<file path="config.mk">
export PLATFORM = sky130hd
export DESIGN_NAME = popt_seg_mem
export DESIGN_NICKNAME = d
export VERILOG_FILES = /design/src/design/popt_pkg.sv /design/src/design/popt_seg_mem.sv
export SDC_FILE = /design/constraint.sdc
export NUM_CORES = 1
export LEC_CHECK = 0
export BUFFER_PORTS_ARGS = -buffer_cell sky130_fd_sc_hd__buf_2
export CORE_ASPECT_RATIO = 1.1
export CORE_MARGIN = 8
export CORE_UTILIZATION = 56
export DETAILED_ROUTE_END_ITERATION = 16
export PLACE_DENSITY = 0.73
export SYNTH_ARGS = -nofsm -noshare
export SYNTH_HDL_FRONTEND = slang
export SYNTH_SLANG_ARGS = --single-unit
</file>
<file path="constraint.sdc">
create_clock -name clk -period 3.4 [get_ports clk]
set_input_delay 0.51 -clock clk [delete_from_list [all_inputs] [get_ports clk]]
set_output_delay 0.51 -clock clk [all_outputs]
set_load 0.005 [all_outputs]
</file>
<file path="src/design/popt_pkg.sv">
// Shared constants, angle table and helpers for the point-on-path tester.
`timescale 1ns / 1ps
`default_nettype none
package popt_pkg;

    // default sizes
    localparam int MAX_SEGMENTS_DEF = 8;
    localparam int WORD_BITS_DEF    = 32;

    // table layout
    localparam int SEG_WORDS = 6;

    // arc flag threshold: 0.1 in Q16.16
    localparam int FLAG_LIMIT = 6553;

    // angle arithmetic
    localparam int ZW           = 24;
    localparam int CORDIC_STEPS = 17;
    localparam int NORM_SHIFT   = 40;
    localparam logic signed [ZW-1:0] PI_Q     = ZW'(205887);
    localparam logic signed [ZW-1:0] TWO_PI_Q = ZW'(411775);

    // multiplier digit size
    localparam int MUL_DIGIT = 16;

    // configuration port
    localparam int CFG_IDX_W = 2;
    localparam logic [CFG_IDX_W-1:0] CFG_SEG_COUNT  = 2'd0;
    localparam logic [CFG_IDX_W-1:0] CFG_PATH_WIDTH = 2'd1;

    // atan(2^-i) in Q16.16
    function automatic logic signed [ZW-1:0] atan_q(input logic [4:0] idx);
        logic signed [ZW-1:0] r;
        case (idx)
            5'd0:    r = ZW'(51472);
            5'd1:    r = ZW'(30386);
            5'd2:    r = ZW'(16055);
            5'd3:    r = ZW'(8150);
            5'd4:    r = ZW'(4091);
            5'd5:    r = ZW'(2047);
            5'd6:    r = ZW'(1024);
            5'd7:    r = ZW'(512);
            5'd8:    r = ZW'(256);
            5'd9:    r = ZW'(128);
            5'd10:   r = ZW'(64);
            5'd11:   r = ZW'(32);
            5'd12:   r = ZW'(16);
            5'd13:   r = ZW'(8);
            5'd14:   r = ZW'(4);
            5'd15:   r = ZW'(2);
            5'd16:   r = ZW'(1);
            default: r = '0;
        endcase
        return r;
    endfunction

endpackage
`default_nettype wire

</file>
<file path="src/design/popt_seg_mem.sv">
// Segment table memory: one write port, one registered read port.
`timescale 1ns / 1ps
`default_nettype none
module popt_seg_mem #(
    parameter int W     = popt_pkg::WORD_BITS_DEF,
    parameter int DEPTH = popt_pkg::MAX_SEGMENTS_DEF * popt_pkg::SEG_WORDS,
    parameter int ADW   = $clog2(DEPTH)
) (
    input  wire logic           clk,
    input  wire logic           we,
    input  wire logic [ADW-1:0] waddr,
    input  wire logic [W-1:0]   wdata,
    input  wire logic           re,
    input  wire logic [ADW-1:0] raddr,
    output logic [W-1:0]        rdata
);

    logic [W-1:0] mem [DEPTH];

    // write port
    always_ff @(posedge clk)
    begin
        if (we)
        begin
            mem[waddr] <= wdata;
        end
    end

    // read port, registered output
    always_ff @(posedge clk)
    begin
        if (re)
        begin
            rdata <= mem[raddr];
        end
    end

endmodule
`default_nettype wire

</file>
* After elaboration in Yosys (flattened, before gate mapping)
Memory sizes are Yosys's and may differ from the RTL's. A register that Yosys moved wholly into a read port is not among the register bits. Index checks and enable logic that the tools add are counted. Widths: inputs -> output; s select.
Word-level totals: memories 1, logic and storage cells 3, bits in writable memories 1536, register bits 0
Cells by class: mux-type cells 2
Memories:
- mem | depth 48, width 32, rd ports 1, clocked after Yosys merged registers in 1, wr ports 1, RTL line popt_seg_mem.sv:18 | logic [W-1:0] mem [DEPTH];
Operators by type and width (count):
- $mux 1 | 2

* Depth between registers and ports, before layout
depth in word-level cells 2, gate-level depth with buffers 9, mapped depth without buffers 5

* Least setup slack after synthesis
OpenSTA, ideal clock, no wires.
path kind in2reg, from input port waddr[3], to memory mem[18][0] in the netlist's numbering, enable pin, buffers on the path 0, data arrival time 3.200 ns, setup slack -0.261 ns, required time 2.939 ns, stages 3, cells stage by stage nor4bb_1 nand2_1 nor3_1
RTL lines:
- from (decl) | RTL line popt_seg_mem.sv:11 | input wire logic [ADW-1:0] waddr,
- to (decl) | RTL line popt_seg_mem.sv:18
Straight into the memory's write port.

==> summary.txt <==
Setup path
  – Crit end category: flip-flop
  – Setup slack of the most critical reg-to-reg path: 1320 ps
  – Data required, critical path: a little under 4000 ps
  – Total buffers and inverters traversed by the critical path: 4
  – Kind of cell adding the most delay to the critical path: buffers and inverters
  – Worst Setup Path Type: primary input to flip-flop
  – Beginning of the worst register-to-register path: mem[38][31]
  – Max stage delay on crit path: 390 ps
  – Cells on worst reg2reg path: 4
  – Slowest cell on the critical path: sky130_fd_sc_hd__a21oi_1
  – Data arrival time of the critical path: ~2700 ps
  – Critical Path Start Type: primary input
  – Cell with the most instances on the worst path: sky130_fd_sc_hd__buf_12
  – Critical path, cell by cell: buf_8, buf_12, buf_12, buf_4, mux2i_1, a22oi_1, a21oi_1, o41ai_2
  – Worst reg2reg path endpoint: rdata[31]
  – Peak fanout along the critical path: 31

Global routing
  – Wire length of the first global-routing pass: about 220000 um
  – Overflow after GRT: 0
  – Vias in the first global route: approximately 31k
  – Pin count of the biggest net entering global routing: a little over 90
  – Initial antenna violation count: 13
  – GRT Overall Usage: 0.251

STA
  – Worst slew margin relative to its limit: 0.317
  – Crit path time final: roughly 2200 ps
  – Max Transition Viols Final: 0
  – Final cycle utilization of the critical path: 0.657
  – Hold slack final: between 400 and 500 ps
  – Transition time at the pin with the least slew margin: approximately 1000 ps
  – Skew final: ~28 ps
  – Setup Viol. Count Final: 0
  – Sum of negative setup slack: 0 ps
  – Final Hold Viols: 0
  – Unrepaired setup endpoints after global routing: no
  – Peak clock frequency supported by timing: approximately 450 MHz

CTS
  – Clk_lat worst skew: approximately 750 ps
  – Inserted Clock Buffers: 146
  – Clock tree from TritonCTS: built
  – Cell at the root of the clock tree: sky130_fd_sc_hd__clkbuf_16
  – Count of instances resized after the clock tree is built: 0
  – Hold buffers post-CTS: 0
  – Maximum clock path buffer count: 3
  – Post-CTS setup buffer count: 0
  – Number of sinks driven by the clock tree: roughly 1.6k
  – Clock slew seen by the registers of the worst setup and hold paths: around 70 ps
  – Depth of the CTS H-tree: 4

Yosys
  – Dominant combinational cell family by area after synthesis: multiplexers
  – Number of register bits inferred by synthesis: approximately 1.6k
  – Area contributors post-synth: sky130_fd_sc_hd__edfxtp_1 (78%), sky130_fd_sc_hd__mux2i_1 (8.5%), sky130_fd_sc_hd__mux4_2 (6.0%)
  – Number of synthesized flops with an enable pin: roughly 1.6k
  – Synth Cell Area: slightly above 60000 um2
  – Post-synthesis cell type count: 29
  – Simple-gate area share of the yosys netlist: 0.00821
  – Share of the synthesized area in compound gates (AO/OA/AOI/OAI): 0.0516
  – Post-synthesis instance total: 2912
  – Most frequent cell after synthesis: sky130_fd_sc_hd__edfxtp_1
  – Yosys warnings: 0
  – Share of the yosys chip area belonging to registers: 0.779
  – Asr flop ratio synth: 0
  – Post-synthesis mux area share: 0.144
  – Post-synthesis cell type with the largest combined area: sky130_fd_sc_hd__edfxtp_1
  – Mapped Nets: roughly 3.0k
  – Most instantiated flip-flop cell in the synthesis netlist: sky130_fd_sc_hd__edfxtp_1
  – Post-synthesis share of cell area spent on xor and xnor gates: 0
  – Post-synthesis average cell area: 20.8 um2
  – Adder-cell share of the synthesized area: 0
  – Leading post-synthesis cells by instance count: sky130_fd_sc_hd__edfxtp_1 (1568), sky130_fd_sc_hd__mux2i_1 (512), sky130_fd_sc_hd__mux4_2 (160)
  – Fraction of synthesized cell area taken by the top area cell type: 0.779

Placed design
  – Routability Congestion: about 0.8
  – Number of port buffers: just under 80
  – Instance count after placement with tap cells included: about 4.4k
  – Half-perimeter wire length after detailed placement: slightly below 80000 um

Power
  – Static leakage: roughly 0.023 uW
  – Worst vdd rail ir drop: roughly 0.53 mV
  – Power per unit of standard cell area: around 570 nW/um2

Cells and area
  – Final net count: about 3.1k
  – Area added between synthesis and finish: 13.4%
  – Final core occ: 0.640
  – Fraction of layout cells with a size suffix above 1: 0.206
  – Non-filler cells, final: between 4k and 5k

Floorplanning
  – Number of rows created at floorplan: 126
  – Effective utilization at floorplan: 0.564
  – Die Outline Area: 119000 um2
  – Die height: 361 um
  – I/O pin count: 79
  – Core region area: roughly 110000 um2
  – Horizontal die dimension: 329 um

Hold path
  – Worst hold-check path type: primary input to flip-flop
  – Worst Hold Launch: wdata[6]
  – Number of stages on the worst hold path: 1
  – Endpoint of the worst hold path: mem[43][6]

Routing
  – WL per Instance: between 30 and 40 um
  – Remaining antenna violation count: 0
  – 1st-pass router iterations: 5
  – Vias after detailed routing: just over 30k
  – DRT Wirelength: 151000 um
  – Number of vias per cell: ~6.6
  – DRC: 0
  – Initial drt markers: between 4k and 5k

Run
  – Number of maximum-capacitance constraint violations: 0

Outcome
  – Run status: finished, final reports clean
## sequential cells by signal, indices dropped and copies added (netlist names)
name,count
mem,1536
rdata,32
## per-stage QoR
| step | area, um2 | power, uW | setup WS [ps] |
|---|---|---|---|
| 2_1_floorplan | 60500 | 23000 | 457 |
| 3_3_place_gp | 63900 | 23800 | 523 |
| 3_5_place_dp | 63900 | 23900 | 423 |
| 4_1_cts | 68600 | 39600 | 1210 |
| 5_1_grt | 68600 | 40400 | 1040 |
| 6_report | 68600 | 39400 | 1160 |
## per-layer routing
metal	track usage	vias up	routed length [um]
met1	0.330	15900	55700
met4	0.0914	8	5540
met3	0.0512	337	14600
met5	0	-	44
met2	0.418	1706	74900
li1	-	12600	-
## layout make-up
| type | instances | area (um2) |
|---|---|---|
| Clock buffer | 177 | 3900 |
| Timing Repair Buffer | 212 | 2290 |
| Clock inverter | 83 | 762 |
| Antenna cell | 8 | 20.0 |
| Fill cell | 6977 | 38600 |
| Tap cell | 1408 | 1760 |
| Multi-Input combinational cell | 1170 | 12800 |
| Sequential cell | 1568 | 47100 |
## worst max-delay path by stage
| stage | start | to | slack [ps] | cells past startpoint |
|---|---|---|---|---|
| detailed placement | raddr[0] | rdata[16] | 420 | 9 |
| CTS | raddr[0] | rdata[7] | 1210 | 8 |
| floorplan | waddr[5] | mem[13][0] | 460 | 3 |
| global placement | raddr[0] | rdata[31] | 520 | 8 |
| finish | raddr[0] | rdata[9] | 1160 | 8 |
| global route | raddr[0] | rdata[23] | 1040 | 8 |
## cells by family (layout without fill, tap and decap cells)
| group | count (synthesis) | after routing |
|---|---|---|
| simple gates | 114 | 114 |
| other cells | 0 | 8 |
| flops | 1568 | 1568 |
| mux | 672 | 672 |
| buf+inv | 174 | 472 |
| compound gates | 384 | 384 |
## placed cells by master, fill, tap and decap left out, types with 4 or more instances in the layout
cell                         netlist  layout
sky130_fd_sc_hd__edfxtp_1       1568    1568
sky130_fd_sc_hd__mux2i_1         512     512
sky130_fd_sc_hd__mux4_2          160     160
sky130_fd_sc_hd__clkbuf_16         0     152
sky130_fd_sc_hd__a22oi_1         128     128
sky130_fd_sc_hd__buf_2            22      75
sky130_fd_sc_hd__buf_12            0      70
sky130_fd_sc_hd__buf_4            23      65
sky130_fd_sc_hd__a22o_1           64      64
sky130_fd_sc_hd__a221oi_1         64      64
sky130_fd_sc_hd__a21oi_1          64      64
sky130_fd_sc_hd__nor2_4            0      45
sky130_fd_sc_hd__nand2_1          39      38
sky130_fd_sc_hd__clkinv_1          0      34
sky130_fd_sc_hd__o22ai_1          32      32
sky130_fd_sc_hd__o41ai_2          32      32
sky130_fd_sc_hd__clkbuf_1         71      25
sky130_fd_sc_hd__clkinv_2          0      23
sky130_fd_sc_hd__bufinv_16         0      11
sky130_fd_sc_hd__diode_2           0       8
sky130_fd_sc_hd__nand3_1           5       5
sky130_fd_sc_hd__nor2b_1           6       4
sky130_fd_sc_hd__nor3_4            0       4
sky130_fd_sc_hd__clkinv_8          0       4
sky130_fd_sc_hd__clkinvlp_4        0       4
## power by group
part / internal [uW] / switching (uW)
sequential: 21500 / 67.5
clock: 9020 / 6860
combinational: 742 / 1260
total: 31200 / 8180
(Power assumes the default switching activity.)
