==> src/design/popt_pkg.sv <==
// Shared constants, angle table and helpers for the point-on-path tester.
`timescale 1ns / 1ps
`default_nettype none
package popt_pkg;

    // default sizes
    localparam int MAX_SEGMENTS_DEF = 8;
    localparam int WORD_BITS_DEF    = 32;

    // table layout
    localparam int SEG_WORDS = 6;

    // arc flag threshold: 0.1 in Q16.16
    localparam int FLAG_LIMIT = 6553;

    // angle arithmetic
    localparam int ZW           = 24;
    localparam int CORDIC_STEPS = 17;
    localparam int NORM_SHIFT   = 40;
    localparam logic signed [ZW-1:0] PI_Q     = ZW'(205887);
    localparam logic signed [ZW-1:0] TWO_PI_Q = ZW'(411775);

    // multiplier digit size
    localparam int MUL_DIGIT = 16;

    // configuration port
    localparam int CFG_IDX_W = 2;
    localparam logic [CFG_IDX_W-1:0] CFG_SEG_COUNT  = 2'd0;
    localparam logic [CFG_IDX_W-1:0] CFG_PATH_WIDTH = 2'd1;

    // atan(2^-i) in Q16.16
    function automatic logic signed [ZW-1:0] atan_q(input logic [4:0] idx);
        logic signed [ZW-1:0] r;
        case (idx)
            5'd0:    r = ZW'(51472);
            5'd1:    r = ZW'(30386);
            5'd2:    r = ZW'(16055);
            5'd3:    r = ZW'(8150);
            5'd4:    r = ZW'(4091);
            5'd5:    r = ZW'(2047);
            5'd6:    r = ZW'(1024);
            5'd7:    r = ZW'(512);
            5'd8:    r = ZW'(256);
            5'd9:    r = ZW'(128);
            5'd10:   r = ZW'(64);
            5'd11:   r = ZW'(32);
            5'd12:   r = ZW'(16);
            5'd13:   r = ZW'(8);
            5'd14:   r = ZW'(4);
            5'd15:   r = ZW'(2);
            5'd16:   r = ZW'(1);
            default: r = '0;
        endcase
        return r;
    endfunction

endpackage
`default_nettype wire

==> src/design/popt_mul.sv <==
// Signed sequential multiplier, one 16-bit digit of the multiplier per cycle.
`timescale 1ns / 1ps
`default_nettype none
module popt_mul #(
    parameter int MW = 35,
    parameter int PW = 70
) (
    input  wire logic                 clk,
    input  wire logic                 rst_n,
    input  wire logic                 start,
    input  wire logic signed [MW-1:0] a,
    input  wire logic signed [MW-1:0] b,
    output logic                      done,
    output logic signed [PW-1:0]      prod
);

    localparam int DG  = popt_pkg::MUL_DIGIT;
    localparam int ND  = (MW + DG - 1) / DG;
    localparam int BW  = ND * DG;
    localparam int CTW = $clog2(ND + 1);

    logic              run_reg;
    logic              done_reg;
    logic [CTW-1:0]    cnt_reg;
    logic [MW-1:0]     am_reg;
    logic [BW-1:0]     bm_reg;
    logic [PW-1:0]     acc_reg;
    logic              neg_reg;
    logic signed [PW-1:0] prod_reg;

    logic [MW-1:0]     am_next;
    logic [MW-1:0]     bm_abs;
    logic [DG-1:0]     digit;
    logic [MW+DG-1:0]  pp;
    logic [PW-1:0]     acc_next;

    // operand magnitudes and one digit step
    always_comb
    begin
        am_next  = a[MW-1] ? MW'(-a) : MW'(a);
        bm_abs   = b[MW-1] ? MW'(-b) : MW'(b);
        digit    = bm_reg[BW-1 -: DG];
        pp       = am_reg * digit;
        acc_next = (acc_reg << DG) + PW'(pp);
    end

    // control
    always_ff @(posedge clk or negedge rst_n)
    begin
        if (!rst_n)
        begin
            run_reg  <= 1'b0;
            done_reg <= 1'b0;
            cnt_reg  <= '0;
        end
        else
        begin
            done_reg <= 1'b0;
            if (start)
            begin
                run_reg <= 1'b1;
                cnt_reg <= CTW'(ND);
            end
            else if (run_reg)
            begin
                if (cnt_reg == '0)
                begin
                    run_reg  <= 1'b0;
                    done_reg <= 1'b1;
                end
                else
                begin
                    cnt_reg <= cnt_reg - 1'b1;
                end
            end
        end
    end

    // datapath, most significant digit first
    always_ff @(posedge clk)
    begin
        if (start)
        begin
            am_reg  <= am_next;
            bm_reg  <= BW'(bm_abs);
            acc_reg <= '0;
            neg_reg <= a[MW-1] ^ b[MW-1];
        end
        else if (run_reg)
        begin
            if (cnt_reg == '0)
            begin
                prod_reg <= neg_reg ? -$signed(acc_reg) : $signed(acc_reg);
            end
            else
            begin
                acc_reg <= acc_next;
                bm_reg  <= bm_reg << DG;
            end
        end
    end

    assign done = done_reg;
    assign prod = prod_reg;

endmodule
`default_nettype wire

==> config.mk <==
export PLATFORM = sky130hd
export DESIGN_NAME = popt_mul
export DESIGN_NICKNAME = d
export VERILOG_FILES = /design/src/design/popt_pkg.sv /design/src/design/popt_mul.sv
export SDC_FILE = /design/constraint.sdc
export NUM_CORES = 2
export LEC_CHECK = 0
export BUFFER_PORTS_ARGS = -buffer_cell sky130_fd_sc_hd__buf_4
export CAP_MARGIN = 20
export CORE_UTILIZATION = 50
export CTS_CLUSTER_SIZE = 40
export DETAILED_ROUTE_END_ITERATION = 7
export HOLD_SLACK_MARGIN = 0.15
export PLACE_DENSITY = 0.74
export SLEW_MARGIN = 20
export SYNTH_ARGS = -nofsm -noshare
export SYNTH_HDL_FRONTEND = slang
export SYNTH_SLANG_ARGS = --single-unit
==> constraint.sdc <==
create_clock -name clk -period 7.5 [get_ports clk]
set_input_delay 1.5 -clock clk [delete_from_list [all_inputs] [get_ports clk]]
set_output_delay 1.5 -clock clk [all_outputs]
set_load 0.005 [all_outputs]
# Word-level counts from Yosys, hierarchy flattened
# Index checks and enable logic that the tools add are counted.
op_classes:
  n_eq_ne: 1
  n_bitwise: 3
  n_reduce_logical: 5
  addsub: 5
  mul: 1
  n_mux: 15
op_table:
  columns: ["operator", "count"]
  rows:
  - ["2-to-1 mux 35 bit", 4]
  - ["adder 70 x 51 -> 70 bit", 1]
  - ["2-to-1 mux 70 bit", 1]
  - ["negator 35 bit", 2]
  - ["negator 70 bit", 1]
  - ["multiplier 35 x 16 -> 51 bit", 1]
  - ["2-to-1 mux 34 bit", 1]
  - ["2-to-1 mux 1 bit", 6]
  - ["2-to-1 mux 2 bit", 3]
  - ["AND reduction 2 bit", 2]
  - ["AND reduction 3 bit", 1]
  - ["zero test 2 bit", 1]
  - ["inequality test 2 bit (second input constant)", 1]
  - ["inverter 1 bit", 2]
  - ["nonzero test 2 bit", 1]
  - ["subtractor 2 x 1 -> 2 bit (second input constant)", 1]
  - ["XOR 1 bit", 1]
word_totals:
  out_inout_bits: 71
  word_cells: 40
  input_bits: 73
  regBits: 228

# Logic depth before layout (Yosys ltp)
depth:
  depth_word: 4
  ltp_mapped: 26
  mapped_depth_nobuf: 24

# Worst setup path after synthesis
# Ideal clock, no wire load.
synth_timing:
  path_kind: "register to register"
  from: "register bm_reg[33]"
  to: "register acc_reg[61]"
  arrival_ps: 6972
  period_less_slack_ps: 7089
  path_buffers: 2
  required_time_ps: 7383
  setup_time_ps: 117
  stages_incl_launch_ff: 26
  slack_ps: 411
  path_cell_list: "edfxtp_1 clkbuf_1 clkbuf_1 nand2_1 fa_1 inv_1 fa_1 inv_1 fa_1 inv_1 fa_1 fa_1 inv_1 fa_1 inv_1 ha_1 and4_1 and3_1 a21oi_1 nand3_1 a211oi_1 o31ai_1 a2111oi_1 nor2_1 xor2_1 a22o_1"
synth_between:
  elab_chain_len: 2
synth_lines:
  columns: ["element", "line", "text"]
  rows:
  - ["start: declaration", "popt_mul.sv:26", "logic [BW-1:0] bm_reg;"]
  - ["start signal: assignment", "popt_mul.sv:85", "bm_reg <= BW'(bm_abs);"]
  - ["start signal: assignment", "popt_mul.sv:98", "bm_reg <= bm_reg << DG;"]
  - ["multiplier 35 x 16 -> 51 bit", "popt_mul.sv:43", "pp = am_reg * digit;"]
  - ["adder 70 x 51 -> 70 bit", "popt_mul.sv:44", "acc_next = (acc_reg << DG) + PW'(pp);"]
  - ["end signal: assignment", "popt_mul.sv:97", "acc_reg <= acc_next;"]
  - ["end: declaration", "popt_mul.sv:27", "logic [PW-1:0] acc_reg;"]
# Every way passes these cells.
# A chain may end at the register's enable or synchronous reset.

# Worst setup path in the final report
layout_timing:
  from: "register bm_reg[33]"
  to: "register acc_reg[69]"
# The elaborated chain is that of the path after synthesis.

==> flow_summary_export.csv <==
group,metric,value,unit
status,run_status,"finished clean",
global_route,grt_antenna_before_repair,0,
worst_hold_path,min_to,"bm_reg[45]",
worst_hold_path,worst_hold_path_cell_count,2,
clocking,cts_made_buffers,26,
clocking,clockRootBuffer,"sky130_fd_sc_hd__clkbuf_16",
placed_design,numPlacedInstances,4092,
sta,period_needed,7.10,ns
setup_path,cp_common_cell,"sky130_fd_sc_hd__fa_1",
setup_path,worstReg2RegStart,"bm_reg[33]",
clocking,cts_num_sinks,228,
yosys,warning_count_from_the_yosys_run,0,
yosys,synthDominantCellAreaShare,33.2,%
placed_design,port_buffers,143,
worst_hold_path,hp-start,"bm_reg[45]",
drt,postRouteAntennaNets,0,
yosys,ys_types,69,
clocking,clkTransAtPathRegs,0.06,ns
floorplan,floorplan.io_pins,144,
setup_path,worst_r2r_dst,"acc_reg[69]",
placed_design,dp.final_hpwl,59.7,mm
yosys,synth_async_sr_flop_share,1.75,%
clocking,htree_num_levels,1,
yosys,ys_seq_elements,228,
setup_path,crit_family,"adder cells",
drt,first_iter_violations,1483,
global_route,grt_start_max_net_pins,75,
floorplan,chipHeight,246,um
clocking,cts_hold_buffers,0,
yosys,synth.net_count,3992,
placed_design,place.gp.congestion,0.972,
setup_path,stages_on_the_worst_setup_path,25,
run,max-cap-violations,0,
yosys,number_of_enable_flip_flop_cells_after_synthesis,141,
yosys,post-synth-top-count-cell,"sky130_fd_sc_hd__inv_1",
layout,finalNonFillerCells,4141,
layout,syn2layout_area_growth,9.82,%
yosys,most_common_library_cells_after_synthesis,"sky130_fd_sc_hd__inv_1 (656), sky130_fd_sc_hd__nand2_1 (533), sky130_fd_sc_hd__fa_1 (495), sky130_fd_sc_hd__and2_1 (221), sky130_fd_sc_hd__clkbuf_1 (159)",
layout,layout.filler_cells,5199,
worst_hold_path,worst_hold_path_type,"reg -> reg",
drt,wirelength,73.4,mm
global_route,grt_first_pass_wirelength,121,mm
sta,rsz0062_at_grt,"no",
drt,viasPerCell,5.36,
sta,max-slew-margin-rel,31.8,%
yosys,synth_ff_type,"sky130_fd_sc_hd__edfxtp_1",
yosys,post_synth_inst_count,3281,
setup_path,crit_path_max_fanout,35,
floorplan,effective_utilization_at_floorplan,50.6,%
setup_path,worst_r2r_path_depth,25,
floorplan,rows,89,
setup_path,crit_path_start_kind,"register",
layout,final_nets,4059,
setup_path,reg2reg_slack,0.40,ns
setup_path,worst-setup-path-type,"reg -> reg",
clocking,clkLatencyLatePin,0.58,ns
setup_path,cpPeakStageDelay,0.56,ns
layout,diodes,0,
sta,hold_viol,0,
yosys,yosysTopAreaCell,"sky130_fd_sc_hd__fa_1",
drt,remaining_drc_errors,0,
setup_path,critical_path.endpoint_type,"register",
layout,area.sequential,0.00600,mm2
floorplan,die_area,0.0607,mm2
clocking,clock_tree_from_tritoncts,"done",
global_route,grt_pass1_vias,23300,
setup_path,path_buf_inv,7,
sta,clock_tree_skew_after_final_layout,0.0185,ns
drt,wl_per_cell,17.7,um
clocking,cts.path.max_buffers,3,
yosys,yosys-top-cells-area,"sky130_fd_sc_hd__fa_1 (33%), sky130_fd_sc_hd__edfxtp_1 (14%), sky130_fd_sc_hd__inv_1 (8.2%)",
yosys,synth_area,0.0298,mm2
global_route,grt-ovfl-total,0,
drt,drt_pass1_iterations,8,
setup_path,cp_slowest_cell,"sky130_fd_sc_hd__fa_1",
layout,total_area_of_multi_input_combinational_cells,0.0208,mm2
sta,tightest_slew,1.01,ns
floorplan,fp.dieW,246,um
global_route,grt_use_total,25.2,%
setup_path,cp_data_arrival_time,7.58,ns
layout,layout-drive-gt1-share,8.08,%
sta,timing.fmax,141,MHz
setup_path,cp.required,7.98,ns
sta,maxSlewViolCount,0,
floorplan,placeableCoreArea,0.0590,mm2
yosys,synth_seq_area_share,20.1,%
sta,setup-violations-final,0,
sta,timing.final.crit_share,94.6,%
yosys,synth_area_per_cell,9.10,um2
drt,via_count,22200,
sta,setup_tns,0,ns
==> metal layers <==
layer | wire length (um) | global-route usage [%] | up-vias
li1 | - | - | 10300
met1 | 30100 | 32.5 | 11200
met2 | 37100 | 44.2 | 642
met3 | 3690 | 2.70 | 147
met4 | 2480 | 8.41 | 0
met5 | 0 | 0 | -
==> worst max path at each step <==
stage / slack, ns / startpoint / endpoint
6_report: 0.40 / bm_reg[33] / acc_reg[69]
5_1_grt: 0.007 / am_reg[17] / acc_reg[64]
4_1_cts: 0.39 / am_reg[11] / acc_reg[69]
3_5_place_dp: 0.42 / am_reg[11] / acc_reg[69]
3_3_place_gp: 0.54 / am_reg[30] / acc_reg[69]
2_1_floorplan: 0.41 / bm_reg[33] / acc_reg[61]
==> repair_timing <==
action | 4_1_cts | 5_1_grt
gates resized for setup | 0 | 1
setup endpoints to repair | 0 | 2
setup buffers | 0 | 1
==> per-stage QoR <==
stage / hold WS [ns] / util [%] / cell area [um2] / setup slack (ns)
floorplan: 0.459 / - / 29800 / 0.411
global placement: 0.443 / 54.0 / 31900 / 0.537
detailed placement: 0.448 / 54.0 / 31900 / 0.419
CTS: 0.458 / 55.5 / 32800 / 0.393
global route: 0.508 / 55.5 / 32800 / 0.00672
finish: 0.458 / 55.5 / 32800 / 0.402
==> cells by family (layout without fill, tap and decap cells) <==
logic type / after synthesis / in the layout / share of synthesized area [%]
compound gates: 387 / 387 / 8.36
xor+xnor: 192 / 192 / 5.63
fa+ha+maj: 638 / 638 / 39.2
buf+inv: 822 / 909 / 10.5
flops: 228 / 228 / 20.1
mux: 4 / 4 / 0.138
simple gates: 1010 / 1010 / 16.1
==> cell type report <==
cell class	count	share of cell area, %
Tap cell	773	2.95
Sequential cell	228	18.3
Clock buffer	32	2.11
Inverter	656	7.51
Multi-Input combinational cell	2231	63.3
Timing Repair Buffer	205	5.21
Clock inverter	16	0.599
==> cell usage in the layout, fill, tap and decap left out, types with 8 or more instances in the layout <==
cell type	n
sky130_fd_sc_hd__a22o_1	28
sky130_fd_sc_hd__or3_1	21
sky130_fd_sc_hd__o41ai_1	17
sky130_fd_sc_hd__o211ai_1	10
sky130_fd_sc_hd__nand4_1	17
sky130_fd_sc_hd__inv_1	656
sky130_fd_sc_hd__or4_1	18
sky130_fd_sc_hd__xnor2_1	138
sky130_fd_sc_hd__and2_1	221
sky130_fd_sc_hd__dfxtp_1	83
sky130_fd_sc_hd__buf_4	191
sky130_fd_sc_hd__ha_1	143
sky130_fd_sc_hd__nor4_1	11
sky130_fd_sc_hd__xor2_1	54
sky130_fd_sc_hd__buf_12	13
sky130_fd_sc_hd__nand3_1	25
sky130_fd_sc_hd__fa_1	495
sky130_fd_sc_hd__o21ai_0	82
sky130_fd_sc_hd__o31ai_1	36
sky130_fd_sc_hd__nor2_1	79
sky130_fd_sc_hd__a21oi_1	127
sky130_fd_sc_hd__nor3_1	18
sky130_fd_sc_hd__clkbuf_16	26
sky130_fd_sc_hd__a211oi_1	10
sky130_fd_sc_hd__nand2b_1	13
sky130_fd_sc_hd__edfxtp_1	141
sky130_fd_sc_hd__nor2b_1	8
sky130_fd_sc_hd__a21o_1	36
sky130_fd_sc_hd__and3_1	11
sky130_fd_sc_hd__nand2_1	533
==> worst register-to-register path, stage by stage, from the launching register on <==
cell and delay, ns:
sky130_fd_sc_hd__edfxtp_1 0.37, sky130_fd_sc_hd__buf_12 0.20, sky130_fd_sc_hd__nand2_1 0.16, sky130_fd_sc_hd__fa_1 0.56, sky130_fd_sc_hd__inv_1 0.07, sky130_fd_sc_hd__fa_1 0.53, sky130_fd_sc_hd__inv_1 0.05, sky130_fd_sc_hd__fa_1 0.50
sky130_fd_sc_hd__inv_1 0.06, sky130_fd_sc_hd__fa_1 0.53, sky130_fd_sc_hd__fa_1 0.52, sky130_fd_sc_hd__inv_1 0.05, sky130_fd_sc_hd__fa_1 0.47, sky130_fd_sc_hd__inv_1 0.04, sky130_fd_sc_hd__ha_1 0.28, sky130_fd_sc_hd__and4_1 0.24
sky130_fd_sc_hd__and3_1 0.20, sky130_fd_sc_hd__a21oi_1 0.16, sky130_fd_sc_hd__nand3_1 0.15, sky130_fd_sc_hd__buf_4 0.19, sky130_fd_sc_hd__a221oi_1 0.34, sky130_fd_sc_hd__o21ai_1 0.21, sky130_fd_sc_hd__a221o_1 0.39, sky130_fd_sc_hd__a41oi_1 0.35
sky130_fd_sc_hd__nor3_1 0.11, sky130_fd_sc_hd__nor4_1 0.27
Power is left out: the tool's default activity adds up to more than one toggle a clock period on the data nets, which glitch-free logic cannot reach.
