--- config.mk ---
export PLATFORM = sky130hd
export DESIGN_NAME = popt_cordic
export DESIGN_NICKNAME = d
export VERILOG_FILES = /design/src/design/popt_pkg.sv /design/src/design/popt_cordic.sv
export SDC_FILE = /design/constraint.sdc
export NUM_CORES = 1
export LEC_CHECK = 0
export BUFFER_PORTS_ARGS = -buffer_cell sky130_fd_sc_hd__buf_2
export CORE_MARGIN = 1
export CORE_UTILIZATION = 45
export DETAILED_ROUTE_END_ITERATION = 10
export PLACE_DENSITY = 0.66
export SLEW_MARGIN = 20
export SYNTH_ARGS = -nofsm -noshare
export SYNTH_HDL_FRONTEND = slang
export SYNTH_SLANG_ARGS = --single-unit
--- constraint.sdc ---
create_clock -name clk -period 10.1 [get_ports clk]
set_input_delay 1.01 -clock clk [delete_from_list [all_inputs] [get_ports clk]]
set_output_delay 1.01 -clock clk [all_outputs]
set_load 0.02 [all_outputs]
--- src/design/popt_pkg.sv ---
// Shared constants, angle table and helpers for the point-on-path tester.
`timescale 1ns / 1ps
`default_nettype none
package popt_pkg;

    // default sizes
    localparam int MAX_SEGMENTS_DEF = 8;
    localparam int WORD_BITS_DEF    = 32;

    // table layout
    localparam int SEG_WORDS = 6;

    // arc flag threshold: 0.1 in Q16.16
    localparam int FLAG_LIMIT = 6553;

    // angle arithmetic
    localparam int ZW           = 24;
    localparam int CORDIC_STEPS = 17;
    localparam int NORM_SHIFT   = 40;
    localparam logic signed [ZW-1:0] PI_Q     = ZW'(205887);
    localparam logic signed [ZW-1:0] TWO_PI_Q = ZW'(411775);

    // multiplier digit size
    localparam int MUL_DIGIT = 16;

    // configuration port
    localparam int CFG_IDX_W = 2;
    localparam logic [CFG_IDX_W-1:0] CFG_SEG_COUNT  = 2'd0;
    localparam logic [CFG_IDX_W-1:0] CFG_PATH_WIDTH = 2'd1;

    // atan(2^-i) in Q16.16
    function automatic logic signed [ZW-1:0] atan_q(input logic [4:0] idx);
        logic signed [ZW-1:0] r;
        case (idx)
            5'd0:    r = ZW'(51472);
            5'd1:    r = ZW'(30386);
            5'd2:    r = ZW'(16055);
            5'd3:    r = ZW'(8150);
            5'd4:    r = ZW'(4091);
            5'd5:    r = ZW'(2047);
            5'd6:    r = ZW'(1024);
            5'd7:    r = ZW'(512);
            5'd8:    r = ZW'(256);
            5'd9:    r = ZW'(128);
            5'd10:   r = ZW'(64);
            5'd11:   r = ZW'(32);
            5'd12:   r = ZW'(16);
            5'd13:   r = ZW'(8);
            5'd14:   r = ZW'(4);
            5'd15:   r = ZW'(2);
            5'd16:   r = ZW'(1);
            default: r = '0;
        endcase
        return r;
    endfunction

endpackage
`default_nettype wire

--- src/design/popt_cordic.sv ---
// Iterative CORDIC vectoring unit: angle of (x,y) in Q16.16 radians.
`timescale 1ns / 1ps
`default_nettype none
module popt_cordic #(
    parameter int IW = 35,
    parameter int CR = 45
) (
    input  wire logic                              clk,
    input  wire logic                              rst_n,
    input  wire logic                              start,
    input  wire logic signed [IW-1:0]              x,
    input  wire logic signed [IW-1:0]              y,
    output logic                                   done,
    output logic signed [popt_pkg::ZW-1:0]         z
);

    localparam int ZW = popt_pkg::ZW;
    localparam logic signed [CR-1:0] LIM = CR'(longint'(1) <<< popt_pkg::NORM_SHIFT);

    typedef enum logic [2:0] {
        C_IDLE = 3'b001,
        C_NORM = 3'b010,
        C_ROT  = 3'b100
    } cor_state_t;

    cor_state_t           state_reg;
    logic                 done_reg;
    logic [4:0]           i_reg;
    logic signed [CR-1:0] x_reg;
    logic signed [CR-1:0] y_reg;
    logic signed [ZW-1:0] z_reg;

    logic signed [CR-1:0] xe;
    logic signed [CR-1:0] ye;
    logic signed [CR-1:0] xs;
    logic signed [CR-1:0] ys;
    logic                 below_lim;
    logic                 zero_in;

    always_comb
    begin
        xe        = CR'(x);
        ye        = CR'(y);
        xs        = x_reg >>> i_reg;
        ys        = y_reg >>> i_reg;
        below_lim = (x_reg < LIM) && (x_reg > -LIM) && (y_reg < LIM) && (y_reg > -LIM);
        zero_in   = (x == '0) && (y == '0);
    end

    // sequencer
    always_ff @(posedge clk or negedge rst_n)
    begin
        if (!rst_n)
        begin
            state_reg <= C_IDLE;
            done_reg  <= 1'b0;
            i_reg     <= '0;
        end
        else
        begin
            done_reg <= 1'b0;
            case (state_reg)
                C_IDLE:
                begin
                    if (start)
                    begin
                        if (zero_in)
                        begin
                            done_reg <= 1'b1;
                        end
                        else
                        begin
                            state_reg <= C_NORM;
                        end
                    end
                end
                C_NORM:
                begin
                    if (!below_lim)
                    begin
                        state_reg <= C_ROT;
                        i_reg     <= '0;
                    end
                end
                C_ROT:
                begin
                    if (i_reg == 5'(popt_pkg::CORDIC_STEPS - 1))
                    begin
                        state_reg <= C_IDLE;
                        done_reg  <= 1'b1;
                    end
                    else
                    begin
                        i_reg <= i_reg + 1'b1;
                    end
                end
                default:
                begin
                    state_reg <= C_IDLE;
                end
            endcase
        end
    end

    // datapath
    always_ff @(posedge clk)
    begin
        case (state_reg)
            C_IDLE:
            begin
                if (start)
                begin
                    if (zero_in)
                    begin
                        z_reg <= '0;
                    end
                    else if (x[IW-1])
                    begin
                        // left half plane: rotate by pi first
                        x_reg <= -xe;
                        y_reg <= -ye;
                        z_reg <= y[IW-1] ? -popt_pkg::PI_Q : popt_pkg::PI_Q;
                    end
                    else
                    begin
                        x_reg <= xe;
                        y_reg <= ye;
                        z_reg <= '0;
                    end
                end
            end
            C_NORM:
            begin
                if (below_lim)
                begin
                    x_reg <= x_reg <<< 1;
                    y_reg <= y_reg <<< 1;
                end
            end
            C_ROT:
            begin
                if (y_reg > 0)
                begin
                    x_reg <= x_reg + ys;
                    y_reg <= y_reg - xs;
                    z_reg <= z_reg + popt_pkg::atan_q(i_reg);
                end
                else
                begin
                    x_reg <= x_reg - ys;
                    y_reg <= y_reg + xs;
                    z_reg <= z_reg - popt_pkg::atan_q(i_reg);
                end
            end
            default:
            begin
                z_reg <= z_reg;
            end
        endcase
    end

    assign done = done_reg;
    assign z    = z_reg;

endmodule
`default_nettype wire

# After elaboration in Yosys (flattened, before gate mapping)
# Memory sizes are Yosys's and may differ from the RTL's.
# Cells that the tools add are included.
[totals]
register_bits = 123
mem_bits_ro = 1024
input_bits = 73
output_inout_bits = 25
word_cells = 81
memories = 2
[memory_table]
columns = ["name", "words", "word_bits", "rd", "rd_clocked_by_memory_dff", "write_ports", "line_no", "rtl"]
rows = [
  ["(no name shown)", 32, 16, 1, 0, 0, "popt_pkg.sv:34", "case (idx)"],
  ["(no name shown)", 32, 16, 1, 0, 0, "popt_pkg.sv:34", ""],
]
[classes]
n_addsub = 9
n_lt_le_gt_ge = 5
n_eq_ne = 10
shift = 2
mux = 34
reduce_logical = 13
[ops]
columns = ["operator", "count"]
rows = [
  ["$mux W45", 10],
  ["$pmux W45 S3", 2],
  ["$mux W24", 9],
  ["$add A45 B45 Y45", 2],
  ["$gt A45 B41 Y1 const B", 2],
  ["$lt A45 B42 Y1 const B", 2],
  ["$neg A35 Y45", 2],
  ["$sshr A45 B5 Y45", 2],
  ["$sub A45 B45 Y45", 2],
  ["$logic_not A35 Y1", 2],
  ["$pmux W24 S2", 1],
  ["$gt A45 B1 Y1 const B", 1],
  ["$add A24 B24 Y24", 1],
  ["$sub A24 B24 Y24", 1],
  ["$mux W3", 4],
  ["$ne A2 B2 Y1 const B", 6],
  ["$mux W5", 2],
  ["$pmux W5 S2", 1],
  ["$pmux W3 S3", 1],
  ["$reduce_and A4 Y1", 2],
  ["$add A5 B1 Y5 const B", 1],
  ["$eq A5 B5 Y1 const B", 1],
  ["$logic_and A1 B1 Y1", 4],
  ["$reduce_bool A2 Y1", 2],
  ["other kinds (8)", 10],
]

# Logic depth before layout (Yosys ltp)
[depth]
depth_word = 6
mapped_depth = 31
ltp_nobuf = 25

# Worst setup path after synthesis
# OpenSTA, ideal clock, no wires.
[synth_path]
path_kind = "flip-flop to flip-flop"
startpoint = "register x_reg[43]"
endpoint = "register x_reg[0], enable pin"
setup_ps = 663
arrival_time_ps = 7826
t_required_ps = 9437
setup_slack_ps = 1611
stages_incl_launch_ff = 8
n_path_buf = 1
period_less_slack_ps = 8489
cell_sequence = "edfxtp_1 clkbuf_1 or4_1 o22ai_1 o21ai_0 nor2_1 mux2i_1 o21ai_0"
[synth_via]
elab_chain_len = 6
elab_cells_between_ends = 7
cone_classes = "2 x order compare; 1 x eq/ne; 4 x reduce/logical"
[synth_lines]
columns = ["item", "line_no", "rtl"]
rows = [
  ["start: declaration", "popt_cordic.sv:29", "logic signed [CR-1:0] x_reg;"],
  ["start signal: assignment", "popt_cordic.sv:120", "x_reg <= -xe;"],
  ["start signal: assignment", "popt_cordic.sv:136", "x_reg <= x_reg <<< 1;"],
  ["start signal: assignment", "popt_cordic.sv:144", "x_reg <= x_reg + ys;"],
  ["$lt A45 B42 Y1 / $gt A45 B41 Y1 (equally long branches)", "popt_cordic.sv:46", "below_lim = (x_reg < LIM) && (x_reg > -LIM) && (y_reg < LIM) && (y_reg > -LIM);"],
  ["$logic_and A1 B1 Y1 (*) (3 in series)", "popt_cordic.sv:46", ""],
  ["$ne A2 B2 Y1 (no line) (*)", "n/a", ""],
  ["$reduce_and A4 Y1 (no line) (*)", "n/a", ""],
]
# Mark *: on every way between the ends. The rest lies on a longest branch, timed or not.
# A chain may end at the register's enable or synchronous reset.

# Final worst setup path
[layout_path]
startpoint = "register i_reg[3]"
endpoint = "register y_reg[37] (data pin)"
[layout_via]
elab_chain_len = 4
elab_cells_between_ends = 5
cone_classes = "2 x add/sub; 1 x shift; 2 x mux"
[layout_lines]
columns = ["item", "line_no", "rtl"]
rows = [
  ["start: declaration", "popt_cordic.sv:28", "logic [4:0] i_reg;"],
  ["start signal: assignment", "popt_cordic.sv:94", "i_reg <= i_reg + 1'b1;"],
  ["$sshr A45 B5 Y45 (*)", "popt_cordic.sv:44", "xs = x_reg >>> i_reg;"],
  ["$add A45 B45 Y45 / $sub A45 B45 Y45 (equally long branches)", "popt_cordic.sv:151, popt_cordic.sv:145", ""],
  ["$mux W45 (*)", "popt_cordic.sv:142", "if (y_reg > 0)"],
  ["$pmux W45 S3 (*)", "popt_cordic.sv:108", "case (state_reg)"],
  ["end signal: assignment", "popt_cordic.sv:121", "y_reg <= -ye;"],
  ["end signal: assignment", "popt_cordic.sv:145", "y_reg <= y_reg - xs;"],
  ["end signal: assignment", "popt_cordic.sv:151", "y_reg <= y_reg + xs;"],
  ["end: declaration", "popt_cordic.sv:30", "logic signed [CR-1:0] y_reg;"],
]
# Marks and branches as above.

==> metrics.cfg <==
[global_route]
grt_pass1_wl_mm = 142.2
grt_pass1_vias = 21640
grt_overflow = 0
gr-usage-all-layers = 0.3730
grt_max_degree = 77
antenna_found_initial = 2

[synthesis]
synthesis.nets = 2901
netlist_area_um2 = 22720
synth_ff_type = edfxtp_1
synth_edf_count = 114
postSynthCellCount = 2693
ys_async_sr_fraction = 0.07317
ys_ff_latch = 123
avgSynthCellArea_um2 = 8.436
ys_warn_count = 0
ys_seq_area_frac = 0.1606
yosysUniqueCellTypes = 100

[die]
rows = 81
io_pins = 98
core-area_um2 = 49360
die_h_um = 226.7
start_util = 0.4603
die-area_um2 = 51390
fp.dieW_um = 226.7

[clock_tree]
clk_latency_ns = 0.51
cts.repair.resized = 0
post_cts_buffers = 0
cts_max_level = 4
cts_tree = done
cts_buffers = 17
cts.sinks = 123
clock-root-buffer = clkbuf_16
path_clk_slew_ns = 0.07
clockBufferDepth = 2
ctsHoldBuffers = 0

[final_layout]
final_common_cell = nand2_1
layout_common_cells = 232 x nand2_1, 213 x o21ai_0, 167 x nor2_1
drive_gt1_frac = 0.1550
synthToLayoutAreaGrowth_pct = 6.284
layout.nets = 2860
utilization = 0.4892

[setup_path]
crit_slowest_cell = a2111oi_1
cpPeakStageDelay_ns = 0.94
cp-end-kind = flop
criticalPathCategory = flop to flop
start_kind = flop
critPathBufInv = 1
cp_cell_sequence = buf_4, mux4_2, mux2i_1, o221ai_1, a2111oi_1, nand4b_1, or4_4, nor2_1, nand2_1, nand2_1, xor2_1, ha_1, a21o_1, a21o_1, a21o_1, a21o_1, a21o_1, and2_1, a31oi_1, o221ai_1, or4b_2, a31oi_1, a211o_1
cpLargestDelayFamily = compound AO/OA/AOI/OAI gates
cp.arrival_ns = 8.53
cp_data_required_time_ns = 10.47
path_max_fanout = 58
crit_top_cell = a21o_1

[timing]
min_period_ns = 8.155
setup_viol = 0
final.setup_skew_ns = 0.01544
post-route-period-util = 0.8074
relSlewSlack = 0.2861
slew_violations = 0
setup_ws_ns = 1.945
rsz0062_at_grt = false
tns_ns = 0
worst_pin_slew_ns = 1.066
hold_viol_final = 0
fmax_mhz = 122.6

[routing]
drc_errors = 0
vias = 23440
drtAntennaViolNets = 0
drt-pass1-iter-count = 6
first_iter_violations = 3074
wl_per_cell_um = 28.88
routed_wl_mm = 96.17
viasPerCell = 7.038

[pwr]
peakVddDrop_mv = 0.2064
power.density_nw_per_um2 = 412.2
total_power_uw = 9953
leakagePower_uw = 0.009046

[place]
dpl_worst_slack_ns = 2.210
place_hpwl_mm = 73.15
place_congestion = 1.031
io_buffers = 97

[worst_hold_path]
holdCritPathClass = input port to async pin

[flow_run]
drv_cap = 0

[outcome]
outcome = completed

synthesized netlist by cell type, types with 11 or more instances:
cell type  number  area (µm²)
a211oi_1       28       210.2
a21o_1         58       435.4
a21oi_1       163       815.8
a221o_1        12       120.1
a221oi_1       11       96.34
a22o_1         11       96.34
a22oi_1        61       457.9
a31oi_1        33       206.5
and2_1         25       156.4
and3_1         25       156.4
buf_1          23       86.33
buf_2          45       225.2
buf_4          11       82.58
clkbuf_1      112       420.4
edfxtp_1      114        3423
ha_1          132        1652
inv_1          63       236.5
mux2_2         62       698.2
mux2i_1       106        1061
mux4_2        118        2658
nand2_1       233       874.6
nand2b_1       27       168.9
nand3_1        57       285.3
nand4_1        22       137.6
nor2_1        171       641.9
nor2b_1        33       206.5
nor3_1         54       270.3
nor4_1         30       187.7
o211ai_1       18       135.1
o21a_1         22       165.2
o21ai_0       214        1071
o21bai_1       14       105.1
o221ai_1       28       245.2
o22ai_1        28       175.2
o31ai_1        50       375.4
o41ai_1        11       96.34
or2_2          17       106.4
or3_1          27       168.9
or4_1          11       82.58
xnor2_1       136        1191
xor2_1        116        1016
path summary, 6_finish.rpt:
check                                         startpoint                       end  slack, ns  cells past startpoint
min in group clk                state_reg[1]$_DFFE_PN0P_            done$_DFF_PN0_       0.64                      1
max in group asynchronous                          rst_n  state_reg[0]$_DFFE_PN1P_       9.45                      1
worst max register to register      i_reg[3]$_DFFE_PN0P_       y_reg[37]$_DFFE_PP_       1.95                     23
worst min-delay path                               rst_n  state_reg[2]$_DFFE_PN0P_       0.37                      1
worst max-delay path                i_reg[3]$_DFFE_PN0P_       y_reg[37]$_DFFE_PP_       1.95                     23
worst min register to register  state_reg[1]$_DFFE_PN0P_            done$_DFF_PN0_       0.64                      1
per-stage QoR:
step           area (µm²)  hold slack, ns  instances
6_report            24150          0.3749       3330
5_1_grt             24140          0.3683       3329
4_1_cts             24120          0.3479       3328
3_5_place_dp        23560          0.6371       3296
3_3_place_gp        23530          0.6274       3295
2_1_floorplan       22720          0.5740       2693
power breakdown:
part	internal (µW)	total, µW	switching, µW	leakage [µW]
clock network	359	622	263	0.000273
logic	3240	7930	4690	0.00758
registers	823	1400	581	0.00119
cell families (layout without fill, tap and decap cells):
family	count (synthesis)	count (layout)	synth area share
flip-flops	123	123	0.1606
AND/OR/NAND/NOR	777	777	0.1699
XOR/XNOR	253	253	0.09814
other	0	1	0
adder cells (fa/ha/maj)	135	135	0.07534
buffers and inverters	264	236	0.05023
multiplexers	286	286	0.1944
AO/OA/AOI/OAI	855	855	0.2513
layer usage:
| metal | GRT usage | vias up | part of all wire |
|---|---|---|---|
| li1 | - | 10310 | - |
| met1 | 0.5125 | 11490 | 0.42 |
| met2 | 0.5566 | 1393 | 0.43 |
| met3 | 0.08462 | 246 | 0.10 |
| met4 | 0.1604 | 2 | 0.046 |
| met5 | 0 | - | 0.00014 |
final cells by class:
class / count / area [µm²]
multi-input cells: 2306 / 18000
clock inverters: 12 / 125.1
flip-flops and latches: 123 / 3669
clock buffers: 20 / 436.7
fillers: 4738 / 25210
well taps: 664 / 830.8
repair buffers: 138 / 838.3
diodes: 1 / 2.502
inverters: 66 / 247.7
Note: power is estimated with default switching activity, not from simulation.
